**src/rtl/rpn_pkg.sv**
```systemverilog
// ============================================================================
// RPN stack calculator package
// Shared opcodes, result codes, payload structs and controller/datapath links.
// ============================================================================
package rpn_pkg;

    localparam int unsigned DefaultStackDepth = 16;

    typedef enum logic [3:0] {
        OP_PUSH  = 4'd0,
        OP_ADD   = 4'd1,
        OP_SUB   = 4'd2,
        OP_MUL   = 4'd3,
        OP_DIV   = 4'd4,
        OP_MOD   = 4'd5,
        OP_POW   = 4'd6,
        OP_POP   = 4'd7,
        OP_DEPTH = 4'd8
    } opcode_t;

    localparam logic [1:0] KIND_VALUE = 2'd0;
    localparam logic [1:0] KIND_DEPTH = 2'd1;
    localparam logic [1:0] KIND_ERROR = 2'd2;

    localparam logic [1:0] ERR_NONE      = 2'd0;
    localparam logic [1:0] ERR_UNDERFLOW = 2'd1;
    localparam logic [1:0] ERR_OVERFLOW  = 2'd2;
    localparam logic [1:0] ERR_DIVZERO   = 2'd3;

    typedef struct packed {
        logic [3:0]         opcode;
        logic signed [31:0] operand_value;
    } in_item_t;

    typedef struct packed {
        logic [1:0]         result_kind;
        logic signed [31:0] result_value;
        logic [1:0]         error_code;
    } out_item_t;

    // Commands from the controller to the datapath.
    typedef struct packed {
        logic load_ops;   // capture next and top from the read ports
        logic start;      // begin the iterative operation
        logic step;       // one iteration step
    } dp_cmd_t;

    // Status from the datapath to the controller.
    typedef struct packed {
        logic done;       // iteration finished, result valid
    } dp_stat_t;

endpackage

```
**src/rtl/rpn_ram.sv**
```systemverilog
// ============================================================================
// RPN generic RAM
// One write port and two read ports with registered read data.
// ============================================================================
module rpn_ram #(
    parameter int unsigned Width = 32,
    parameter int unsigned Depth = 16
) (
    input  logic                     aclk,
    input  logic                     we,
    input  logic [$clog2(Depth)-1:0] waddr,
    input  logic [Width-1:0]         wdata,
    input  logic [$clog2(Depth)-1:0] raddr_a,
    output logic [Width-1:0]         rdata_a,
    input  logic [$clog2(Depth)-1:0] raddr_b,
    output logic [Width-1:0]         rdata_b
);
    logic [Width-1:0] mem [Depth];

    always_ff @(posedge aclk) begin
        if (we) begin
            mem[waddr] <= wdata;
        end
        rdata_a <= mem[raddr_a];
        rdata_b <= mem[raddr_b];
    end
endmodule

```
**src/rtl/rpn_datapath.sv**
```systemverilog
// ============================================================================
// RPN arithmetic datapath
// Add, subtract, combinational multiply, bit-serial divide and iterative power.
// ============================================================================
module rpn_datapath (
    input  logic           aclk,
    input  logic           aresetn,
    input  logic [3:0]     opcode,
    input  logic [31:0]    next_in,
    input  logic [31:0]    top_in,
    input  rpn_pkg::dp_cmd_t  cmd,
    output rpn_pkg::dp_stat_t stat,
    output logic [31:0]    result,
    output logic           div_zero
);
    import rpn_pkg::*;

    logic [31:0] a_reg, b_reg, a_next, b_next;
    logic [31:0] quo_reg, quo_next, rem_reg, rem_next, acc_reg, acc_next;
    logic [5:0]  cnt_reg, cnt_next;
    logic        busy_reg, busy_next;
    logic [32:0] trial;
    logic [31:0] ua, ub, mag_q, mag_r;

    assign ua = a_reg[31] ? 32'd0 - a_reg : a_reg;
    assign ub = b_reg[31] ? 32'd0 - b_reg : b_reg;
    assign trial = {rem_reg, quo_reg[31]} - {1'b0, ub};
    assign div_zero = (b_reg == 32'd0);
    assign mag_q = (a_reg[31] != b_reg[31]) ? 32'd0 - quo_reg : quo_reg;
    assign mag_r = a_reg[31] ? 32'd0 - rem_reg : rem_reg;

    always_comb begin
        a_next    = a_reg;
        b_next    = b_reg;
        quo_next  = quo_reg;
        rem_next  = rem_reg;
        acc_next  = acc_reg;
        cnt_next  = cnt_reg;
        busy_next = busy_reg;
        if (cmd.load_ops) begin
            a_next = next_in;
            b_next = top_in;
        end else if (cmd.start) begin
            // Only divide, modulo and power iterate; the rest finish at once.
            busy_next = (opcode == OP_DIV) || (opcode == OP_MOD) || (opcode == OP_POW);
            cnt_next  = 6'd32;
            acc_next  = 32'd1;
            quo_next  = ua;      // dividend shifts out of the quotient register
            rem_next  = 32'd0;
        end else if (cmd.step && busy_reg) begin
            if (opcode == OP_POW) begin
                if (b_reg[31]) begin
                    // Negative exponent: only a base of one or minus one survives.
                    busy_next = 1'b0;
                    priority if (a_reg == 32'd1) begin
                        acc_next = 32'd1;
                    end else if (a_reg == 32'hFFFF_FFFF) begin
                        acc_next = b_reg[0] ? 32'hFFFF_FFFF : 32'd1;
                    end else begin
                        acc_next = 32'd0;
                    end
                end else if (b_reg == 32'd0) begin
                    busy_next = 1'b0;
                end else begin
                    if (b_reg[0]) begin
                        acc_next = acc_reg * a_reg;
                    end
                    a_next = a_reg * a_reg;
                    b_next = {1'b0, b_reg[31:1]};
                end
            end else begin
                if (!trial[32]) begin
                    rem_next = trial[31:0];
                    quo_next = {quo_reg[30:0], 1'b1};
                end else begin
                    rem_next = {rem_reg[30:0], quo_reg[31]};
                    quo_next = {quo_reg[30:0], 1'b0};
                end
                cnt_next = cnt_reg - 6'd1;
                if (cnt_reg == 6'd1) begin
                    busy_next = 1'b0;
                end
            end
        end
    end

    always_ff @(posedge aclk) begin
        if (!aresetn) begin
            busy_reg <= 1'b0;
        end else begin
            busy_reg <= busy_next;
        end
        a_reg   <= a_next;
        b_reg   <= b_next;
        quo_reg <= quo_next;
        rem_reg <= rem_next;
        acc_reg <= acc_next;
        cnt_reg <= cnt_next;
    end

    assign stat.done = !busy_reg;

    always_comb begin
        unique case (opcode)
            OP_ADD:  result = a_reg + b_reg;
            OP_SUB:  result = a_reg - b_reg;
            OP_MUL:  result = a_reg * b_reg;
            OP_DIV:  result = div_zero ? a_reg : mag_q;
            OP_MOD:  result = div_zero ? a_reg : mag_r;
            default: result = acc_reg;
        endcase
    end
endmodule

```
**src/rtl/rpn_ctrl.sv**
```systemverilog
// ============================================================================
// RPN controller
// Sequences each token: stack reads, arithmetic, write-back and result.
// ============================================================================
module rpn_ctrl #(
    parameter int unsigned StackDepth = rpn_pkg::DefaultStackDepth
) (
    input  logic                          aclk,
    input  logic                          aresetn,
    input  logic                          s_valid,
    output logic                          s_ready,
    input  rpn_pkg::in_item_t             s_data,
    output logic                          m_valid,
    input  logic                          m_ready,
    output rpn_pkg::out_item_t            m_data,
    output logic [3:0]                    opcode,
    output rpn_pkg::dp_cmd_t              cmd,
    input  rpn_pkg::dp_stat_t             stat,
    input  logic [31:0]                   dp_result,
    input  logic                          dp_div_zero,
    output logic                          ram_we,
    output logic [$clog2(StackDepth)-1:0] ram_waddr,
    output logic [31:0]                   ram_wdata,
    output logic [$clog2(StackDepth)-1:0] ram_raddr_a,
    output logic [$clog2(StackDepth)-1:0] ram_raddr_b,
    input  logic [31:0]                   ram_rdata_a
);
    import rpn_pkg::*;

    localparam int unsigned AddrW = $clog2(StackDepth);
    localparam int unsigned CntW  = $clog2(StackDepth + 1);

    typedef enum logic [5:0] {
        ST_IDLE  = 6'b000001,
        ST_READ  = 6'b000010,
        ST_LOAD  = 6'b000100,
        ST_START = 6'b001000,
        ST_RUN   = 6'b010000,
        ST_WRITE = 6'b100000
    } state_t;

    state_t        state_reg, state_next;
    logic [CntW-1:0] count_reg, count_next;
    logic [3:0]    op_reg, op_next;
    logic [31:0]   val_reg, val_next;
    logic          pop_reg, pop_next;   // pop-output waiting for read data
    out_item_t     out_reg, out_next;
    logic          ovalid_reg, ovalid_next;
    logic          is_bin;

    assign opcode  = op_reg;
    assign s_ready = (state_reg == ST_IDLE) && (!ovalid_reg || m_ready);
    assign m_valid = ovalid_reg;
    assign m_data  = out_reg;
    assign is_bin  = (s_data.opcode >= OP_ADD) && (s_data.opcode <= OP_POW);

    assign ram_raddr_a = AddrW'(count_reg - CntW'(1));
    assign ram_raddr_b = AddrW'(count_reg - CntW'(2));

    always_comb begin
        state_next  = state_reg;
        count_next  = count_reg;
        op_next     = op_reg;
        val_next    = val_reg;
        pop_next    = 1'b0;
        out_next    = out_reg;
        ovalid_next = ovalid_reg && !m_ready;
        cmd         = '0;
        ram_we      = 1'b0;
        ram_waddr   = AddrW'(count_reg);
        ram_wdata   = val_reg;
        if (pop_reg) begin
            out_next    = '{KIND_VALUE, ram_rdata_a, ERR_NONE};
            ovalid_next = 1'b1;
            count_next  = count_reg - CntW'(1);
        end
        unique case (state_reg)
            ST_IDLE: begin
                if (s_valid && s_ready) begin
                    op_next  = s_data.opcode;
                    val_next = s_data.operand_value;
                    priority if (s_data.opcode == OP_PUSH) begin
                        if (count_reg >= CntW'(StackDepth)) begin
                            out_next    = '{KIND_ERROR, 32'd0, ERR_OVERFLOW};
                            ovalid_next = 1'b1;
                        end else begin
                            ram_we     = 1'b1;
                            ram_wdata  = s_data.operand_value;
                            count_next = count_reg + CntW'(1);
                        end
                    end else if (s_data.opcode == OP_POP) begin
                        if (count_reg == '0) begin
                            out_next    = '{KIND_ERROR, 32'd0, ERR_UNDERFLOW};
                            ovalid_next = 1'b1;
                        end else begin
                            pop_next   = 1'b1;
                            state_next = ST_READ;
                        end
                    end else if (s_data.opcode == OP_DEPTH) begin
                        out_next    = '{KIND_DEPTH, 32'(count_reg), ERR_NONE};
                        ovalid_next = 1'b1;
                    end else if (is_bin) begin
                        if (count_reg < CntW'(2)) begin
                            out_next    = '{KIND_ERROR, 32'd0, ERR_UNDERFLOW};
                            ovalid_next = 1'b1;
                        end else begin
                            state_next = ST_READ;
                        end
                    end else begin
                        state_next = ST_IDLE;
                    end
                end
            end
            ST_READ: begin
                // Pop-output finishes here; binary ops wait for read data.
                if (op_reg == OP_POP) begin
                    state_next = ST_IDLE;
                end else begin
                    state_next = ST_LOAD;
                end
            end
            ST_LOAD: begin
                cmd.load_ops = 1'b1;
                state_next   = ST_START;
            end
            ST_START: begin
                cmd.start  = 1'b1;
                state_next = ST_RUN;
            end
            ST_RUN: begin
                cmd.step = 1'b1;
                if (stat.done) begin
                    state_next = ST_WRITE;
                end
            end
            ST_WRITE: begin
                ram_we     = 1'b1;
                ram_waddr  = AddrW'(count_reg - CntW'(2));
                ram_wdata  = dp_result;
                count_next = count_reg - CntW'(1);
                if ((op_reg == OP_DIV || op_reg == OP_MOD) && dp_div_zero) begin
                    out_next    = '{KIND_ERROR, 32'd0, ERR_DIVZERO};
                    ovalid_next = 1'b1;
                end
                state_next = ST_IDLE;
            end
            default: state_next = ST_IDLE;
        endcase
    end

    always_ff @(posedge aclk) begin
        if (!aresetn) begin
            state_reg  <= ST_IDLE;
            count_reg  <= '0;
            ovalid_reg <= 1'b0;
            pop_reg    <= 1'b0;
        end else begin
            state_reg  <= state_next;
            count_reg  <= count_next;
            ovalid_reg <= ovalid_next;
            pop_reg    <= pop_next;
        end
        op_reg  <= op_next;
        val_reg <= val_next;
        out_reg <= out_next;
    end

`ifndef SYNTHESIS
    a_count_bound: assert property (@(posedge aclk) disable iff (!aresetn)
        count_reg <= CntW'(StackDepth))
        else $error("stack count beyond depth");
    a_no_accept_busy: assert property (@(posedge aclk) disable iff (!aresetn)
        (state_reg != ST_IDLE) |-> !s_ready)
        else $error("input taken while busy");
    a_write_ends: assert property (@(posedge aclk) disable iff (!aresetn)
        (state_reg == ST_WRITE) |=> (state_reg == ST_IDLE))
        else $error("write-back did not return to idle");
`endif
endmodule

```
**src/rtl/rpn_integer_stack_alu.sv**
```systemverilog
// ============================================================================
// RPN integer stack ALU
// Reverse-Polish stack calculator: controller, datapath and stack RAM.
// ============================================================================
// Push, depth and error tokens are handled in the idle state; pop-output also
// passes through read. Add, subtract and multiply go through read, load,
// start, run and write; in run, divide and modulo iterate on the restoring
// divider, one bit per cycle; power squares and multiplies over exponent bits.
// One token is in work at a time; a result is held until transferred.
// aresetn is synchronous, active low, and empties the stack.
module rpn_integer_stack_alu #(
    parameter int unsigned STACK_DEPTH = rpn_pkg::DefaultStackDepth
) (
    input  logic               aclk,
    input  logic               aresetn,
    input  logic               s_valid,
    output logic               s_ready,
    input  rpn_pkg::in_item_t  s_data,
    output logic               m_valid,
    input  logic               m_ready,
    output rpn_pkg::out_item_t m_data
);
    import rpn_pkg::*;

    localparam int unsigned AddrW = $clog2(STACK_DEPTH);

    // Controller and datapath exchange commands, status, opcode, result and divide-by-zero flag.
    dp_cmd_t     cmd;
    dp_stat_t    stat;
    logic [3:0]  opcode;
    logic [31:0] dp_result;
    logic        dp_div_zero;

    // The stack lives in a two-read-port RAM: top on port a, next on port b.
    logic             ram_we;
    logic [AddrW-1:0] ram_waddr, ram_raddr_a, ram_raddr_b;
    logic [31:0]      ram_wdata, ram_rdata_a, ram_rdata_b;

    rpn_ram #(.Width(32), .Depth(STACK_DEPTH)) u_ram (
        .aclk    (aclk),
        .we      (ram_we),
        .waddr   (ram_waddr),
        .wdata   (ram_wdata),
        .raddr_a (ram_raddr_a),
        .rdata_a (ram_rdata_a),
        .raddr_b (ram_raddr_b),
        .rdata_b (ram_rdata_b)
    );

    rpn_datapath u_dp (
        .aclk     (aclk),
        .aresetn  (aresetn),
        .opcode   (opcode),
        .next_in  (ram_rdata_b),
        .top_in   (ram_rdata_a),
        .cmd      (cmd),
        .stat     (stat),
        .result   (dp_result),
        .div_zero (dp_div_zero)
    );

    rpn_ctrl #(.StackDepth(STACK_DEPTH)) u_ctrl (
        .aclk        (aclk),
        .aresetn     (aresetn),
        .s_valid     (s_valid),
        .s_ready     (s_ready),
        .s_data      (s_data),
        .m_valid     (m_valid),
        .m_ready     (m_ready),
        .m_data      (m_data),
        .opcode      (opcode),
        .cmd         (cmd),
        .stat        (stat),
        .dp_result   (dp_result),
        .dp_div_zero (dp_div_zero),
        .ram_we      (ram_we),
        .ram_waddr   (ram_waddr),
        .ram_wdata   (ram_wdata),
        .ram_raddr_a (ram_raddr_a),
        .ram_raddr_b (ram_raddr_b),
        .ram_rdata_a (ram_rdata_a)
    );
endmodule
```
**config.mk**
```make
export PLATFORM = sky130hd
export DESIGN_NAME = rpn_integer_stack_alu
export DESIGN_NICKNAME = d
export VERILOG_FILES = /design/src/rtl/rpn_pkg.sv /design/src/rtl/rpn_ram.sv /design/src/rtl/rpn_datapath.sv /design/src/rtl/rpn_ctrl.sv /design/src/rtl/rpn_integer_stack_alu.sv
export SDC_FILE = /design/constraint.sdc
export NUM_CORES = 2
export LEC_CHECK = 0
export BUFFER_PORTS_ARGS = -buffer_cell sky130_fd_sc_hd__buf_2
export CAP_MARGIN = 20
export CORE_MARGIN = 1
export CORE_UTILIZATION = 60
export CTS_BUF_LIST = sky130_fd_sc_hd__clkbuf_8 sky130_fd_sc_hd__clkbuf_16
export CTS_CLUSTER_DIAMETER = 60
export DETAILED_ROUTE_END_ITERATION = 12
export GPL_ROUTABILITY_DRIVEN = 0
export MAX_ROUTING_LAYER = met4
export PLACE_DENSITY = 0.76
export SLEW_MARGIN = 0
export SYNTH_ARGS = -nofsm -noshare
export SYNTH_HDL_FRONTEND = slang
export SYNTH_SLANG_ARGS = --single-unit
```
**constraint.sdc**
```tcl
create_clock -name aclk -period 14.4 [get_ports aclk]
set_clock_uncertainty 0.05 [all_clocks]
set_input_delay 2.88 -clock aclk [delete_from_list [all_inputs] [get_ports aclk]]
set_output_delay 2.88 -clock aclk [all_outputs]
set_load 0.1 [all_outputs]
```
### Word level (Yosys, flattened, before mapping)

Memory sizes are Yosys's and may differ from the RTL's. A register that Yosys moved wholly into a read port is not among the register bits.
Index checks and enable logic that the tools add are counted.

| word-level totals | value |
|---|---|
| output and inout port bits | 38 |
| memories kept | 1 |
| flip-flop bits (word level) | 252 |
| RAM bits | 512 |
| word-level logic and storage cells | 194 |

| operators by class | value |
|---|---|
| add/sub/neg operators | 11 |
| multiplexer cells | 94 |
| magnitude comparators | 4 |
| multipliers | 3 |
| bitwise logic cells | 5 |
| reduce and logical (&&, ||, !) cells | 28 |
| equal/unequal tests | 31 |

Memory list:

| name | words | bits a word | rd ports | clocked after Yosys merged registers in | wr ports | RTL line | source |
|---|---|---|---|---|---|---|---|
| u_ram.mem | 16 | 32 | 2 | 2 | 1 | rpn_ram.sv:18 | `logic [Width-1:0] mem [Depth];` |

Operator list:

| cell | number |
|---|---|
| 32-bit 2-to-1 mux | 34 |
| 36-bit 2-to-1 mux | 10 |
| 32-bit one-hot mux with 5 select lines | 1 |
| 1-bit by 32-bit subtractor with 32-bit output (first input constant) | 4 |
| 32-bit by 32-bit multiplier with 32-bit output | 3 |
| 36-bit one-hot mux with 2 select lines | 1 |
| 32-bit one-hot mux with 2 select lines | 1 |
| 6-bit 2-to-1 mux | 10 |
| 33-bit by 32-bit subtractor with 33-bit output | 1 |
| 32-bit adder | 1 |
| 32-bit by 1-bit equality test with 1-bit output (second input constant) | 1 |
| 32-bit equality test (second input constant) | 1 |
| 32-bit logical NOT | 1 |
| 32-bit subtractor | 1 |
| 31-bit 2-to-1 mux | 1 |
| 6-bit one-hot mux with 5 select lines | 1 |
| 1-bit 2-to-1 mux | 26 |
| 4-bit by 3-bit equality test with 1-bit output (second input constant) | 5 |
| 5-bit 2-to-1 mux | 4 |
| 6-bit by 1-bit equality test with 1-bit output (second input constant) | 2 |
| 2-bit != test (second input constant) | 6 |
| 5-bit one-hot mux with 2 select lines | 1 |
| 5-bit AND reduction | 2 |
| 3-bit != test (second input constant) | 3 |
| 36 further kinds | 55 |

### Logic depth before layout (Yosys ltp)

| logic depth | value |
|---|---|
| word-level depth | 10 |
| depth in mapped cells | 30 |
| depth with buffers taken out | 27 |

### By module

Synthesis repeated with hierarchy kept, for this count alone.

| unflattened totals | value |
|---|---|
| cells, all modules | 8394 |
| area, all modules | 87935.6 sq um |

By module, submodules not included:

| module | seq. area each (sq um) | area each (sq um) | cells an instance | times used |
|---|---|---|---|---|
| rpn_datapath | 5004.8 | 59697.3 | 6844 | 1 |
| rpn_ram | 16656.0 | 24188.2 | 1141 | 1 |
| rpn_ctrl | 2062.0 | 4050.1 | 409 | 1 |

### Least setup slack after synthesis

OpenSTA, ideal clock, no wires.

| timing path | value |
|---|---|
| path type | in2reg |
| start point | input m_ready |
| end point | memory u_ram.mem[4][0], enable pin |
| slack | 5657 ps |
| path buffers | 1 |
| data required time | 13889 ps |
| data arrival time | 8232 ps |
| stages on the path | 9 |
| path through | nor2b_1 -> nor2_1 -> nand2_1 -> clkinv_1 -> nand3_1 -> clkbuf_1 -> nor2_1 -> a21oi_1 -> nor3_1 |

| between the ends | value |
|---|---|
| word-level cells in the longest chain between the ends | 7 |

Ends and longest elaborated chain:

| element | RTL line | source |
|---|---|---|
| start: declaration | rpn_integer_stack_alu.sv:20 | `input logic m_ready,` |
| 1-bit logical OR | rpn_ctrl.sv:52 | `assign s_ready = (state_reg == ST_IDLE) && (!ovalid_reg \|\| m_ready);` |
| 1-bit logical AND | rpn_ctrl.sv:52 |  |
| net s_ready | rpn_integer_stack_alu.sv:17 | `output logic s_ready,` |
| 1-bit logical AND | rpn_ctrl.sv:79 | `if (s_valid && s_ready) begin` |
| 1-bit 2-to-1 mux | rpn_ctrl.sv:79 |  |
| 1-bit one-hot mux with 2 select lines | rpn_ctrl.sv:77 | `unique case (state_reg)` |
| 1-bit 2-to-1 mux | rpn_ram.sv:21 | `if (we) begin` |
| 1-bit 2-to-1 mux (implied by the code) | rpn_ram.sv:22 | `mem[waddr] <= wdata;` |
| end: declaration | rpn_ram.sv:18 |  |

The timed path passes the listed nets, and every way through them passes these cells.

### Worst setup path in the final report

| timing path | value |
|---|---|
| start point | register u_dp.a_reg[6] |
| end point | memory u_ram.mem[2][30], data pin |

| between the ends | value |
|---|---|
| word-level cells in the longest chain between the ends | 3 |
| elaborated cells on any way between the ends | 5 |

Ends and longest elaborated chain:

| element | RTL line | source |
|---|---|---|
| start: declaration | rpn_datapath.sv:18 | `logic [31:0] a_reg, b_reg, a_next, b_next;` |
| start signal: assignment | rpn_datapath.sv:93 | `a_reg <= a_next;` |
| 32-bit by 32-bit multiplier with 32-bit output (tied with other cells) | rpn_datapath.sv:107 | `OP_MUL: result = a_reg * b_reg;` |
| 32-bit one-hot mux with 5 select lines (*) | rpn_datapath.sv:104 | `unique case (opcode)` |
| 32-bit one-hot mux with 2 select lines (*) | rpn_ctrl.sv:77 |  |
| net ram_wdata[30] | rpn_integer_stack_alu.sv:37 | `logic [31:0] ram_wdata, ram_rdata_a, ram_rdata_b;` |

Mark *: on every way through the listed nets, which the timed path passes. The rest lies on a longest branch.

==> metrics.txt <==
ys async rst share 0%; critical path required time 14680 ps; Synth Register Bits 828; core area 0.144 mm²; initial DRC count 7936; max reg flops 512; post-detail-place hpwl 187 mm; Max FO, Critical Path 55; PD cells 205 mW/mm²; Critical Path Max Stage Delay 980 ps; die extent in x 384 µm; Synth Flop Type edfxtp_1; vias in the first global route 67.4k; largest net degree at the start of global routing 127; Die Span Y approximately 380 µm; Worst-path clk slew 60 ps; Synth cell types 93; total CTS buffers 95; Tcrit/Tclk final about two thirds; Post-CTS Hold Fix Bufs 0; Final Max Tran Viols 0; sequential-to-total area share from yosys stat 27.1%; ratio of cells with drive above 1 in the final layout under 10%; Biggest register u_ram.mem; Skew-Pair Late Insertion Delay between 700 and 800 ps; final setup vio count 0; vias 64.3k; min-delay src u_ctrl.m_data[15]; Worst Setup Start Kind register; cell area after placement about 0.090 mm²; total gr overflow 0; Clock Path Buffers 3; Max-slew headroom 10.8%; FMAX 105 MHz; setup repair bufs after CTS 0; synthesized area 0.0874 mm²; Pwr Total roughly 19 mW; Reg2Reg Depth 27; Synth Area per Inst 10.7 µm²; Final #Nets 9698; Cells after Synth roughly 8k; final wirelength 272 mm; Sink Count around 830; Max IR drop VDD 0.000552 V; GRT Total Usage 39.1%; initial antenna violation count 21; slew of the pin with the lowest slew margin between 1000 and 1500 ps; critical path class register to register; final hold vios 0; Max stage delay cell, worst path a32oi_1; DR DRC count 0; wire per inst 27.1 µm; Synth Warn # 0; fillers between 10k and 15k; critical path startpoint u_dp.a_reg[6]; Setup crit end kind register; Pre-Repair DR Iteration Count 10; post-route ant nets 0; post-layout min period ~9600 ps; die area around 0.15 mm²; clock root buffer clkbuf_16; FP Rows around 140; RSZ-0062 raised after global routing false; initial core utilization 60.7%; Leak 40.5 nW; # IOs just under 80; H-tree levels 3; Layout area overhead 6.67%; post-DR vias/cell between 6 and 7; CP arrival about 10000 ps; Hold Path Depth 2; CTS tree yes; status finished clean; post-route design area approximately 0.093 mm²; cts repair resizes 0; Post-synth EDFFs roughly 700; port bufs 77; TNS Setup 0 ps; first-pass GRT wire length between 400 and 500 mm; Hold WC Path Type register to register; max-cap check violation count 0; cell repeated most along the worst path fa_1; worst r2r src u_dp.a_reg[6]
cell usage in the layout (no fill, tap or decap), types with 24 or more instances in the layout:
cell	n
inv_1	1442
mux4_2	320
mux2i_1	40
diode_2	30
or3_1	24
o31ai_1	48
buf_2	77
nand3b_1	38
a21o_1	60
a211oi_1	43
nor2b_1	26
xnor2_1	240
fa_1	1185
buf_4	152
nand2b_1	25
o21ai_0	206
nand3_1	42
xor2_1	178
and2_1	547
nand2_1	1068
clkbuf_16	97
a21oi_1	210
edfxtp_1	714
dfxtp_1	111
o21a_1	32
ha_1	448
nor2_1	205
nor3_1	44
cell families (layout without fill, tap and decap cells):
| family | count (synthesis) | count (layout) | synth area share, % |
|---|---|---|---|
| and+or+nand+nor | 2143 | 2143 | 11.7 |
| buffers and inverters | 1912 | 1855 | 8.24 |
| adders and majority gates | 1635 | 1635 | 33.6 |
| AOI/OAI and AO/OA | 854 | 854 | 6.32 |
| DFF | 828 | 828 | 27.1 |
| xor gates and xnor gates | 424 | 424 | 4.26 |
| muxes | 362 | 362 | 8.73 |
| other | 1 | 32 | 0.00429 |
synth_stat cells, types with 114 or more instances:
master    instances  area share [%]
and2_1          547             3.9
mux4_2          320             8.2
edfxtp_1        714              25
xor2_1          179             1.8
nor2_1          215            0.92
inv_1          1429             6.1
o21ai_0         219             1.3
nand2_1        1068             4.6
clkbuf_1        402             1.7
fa_1           1185              27
a21oi_1         210             1.2
dfxtp_1         114             2.6
ha_1            450             6.4
xnor2_1         244             2.4
routing by layer:
metal  vias to the layer above  global-route usage (%)  routed length [µm]
met5                         -                       -                   0
met4                         0                    26.1               22000
met3                      1264                    10.3               33600
met2                      4576                    58.3              123000
met1                     32200                    46.9               93000
li1                      26300                       -                   -
final timing paths:
| path | end | slack (ps) |
|---|---|---|
| worst min register to register | u_ctrl.m_data[15] | 440 |
| worst max-delay path | u_ram.mem[2][30] | 4840 |
| worst min-delay path | u_ctrl.m_data[15] | 440 |
| worst max register to register | u_ram.mem[2][30] | 4840 |
through the flow:
stage / instances / utilization (%) / hold slack, ps / setup slack (ps)
after floorplan: 8160 / - / 406 / 5660
after global placement: 9813 / 62.3 / 420 / 5340
after detailed placement: 9814 / 62.3 / 424 / 5110
after CTS: 9991 / 64.6 / 433 / 5100
after global routing: 10000 / 64.7 / 459 / 4470
final: 10000 / 64.7 / 441 / 4840
cell type report:
| cell class | instances | area (µm²) | share of cell area [%] |
|---|---|---|---|
| timing repair buffer | 243 | 1740 | 1.86 |
| tap | 1903 | 2380 | 2.55 |
| inverter | 1435 | 5390 | 5.78 |
| sequential | 828 | 23700 | 25.5 |
| multi-input combinational | 5420 | 56700 | 60.8 |
| antenna | 30 | 75.1 | 0.0805 |
| clock buffer | 109 | 2590 | 2.78 |
| clock inverter | 68 | 628 | 0.674 |
power breakdown:
group	leakage, nW	switching [mW]	internal (mW)
Combinational	31.5	7.87	5.57
Sequential	7.40	0.123	3.05
Clock	1.62	1.10	1.39
Total	40.5	9.09	10.0
worst max-delay path, delay by kind of cell, from the launching register on:
family / cells / cell delay, ps
fa+ha+maj: 9 / 3530
flops: 1 / 320
mux: 1 / 170
buf+inv: 7 / 1480
compound gates: 8 / 2770
simple gates: 2 / 840
Power figures use the tool's default switching activity.
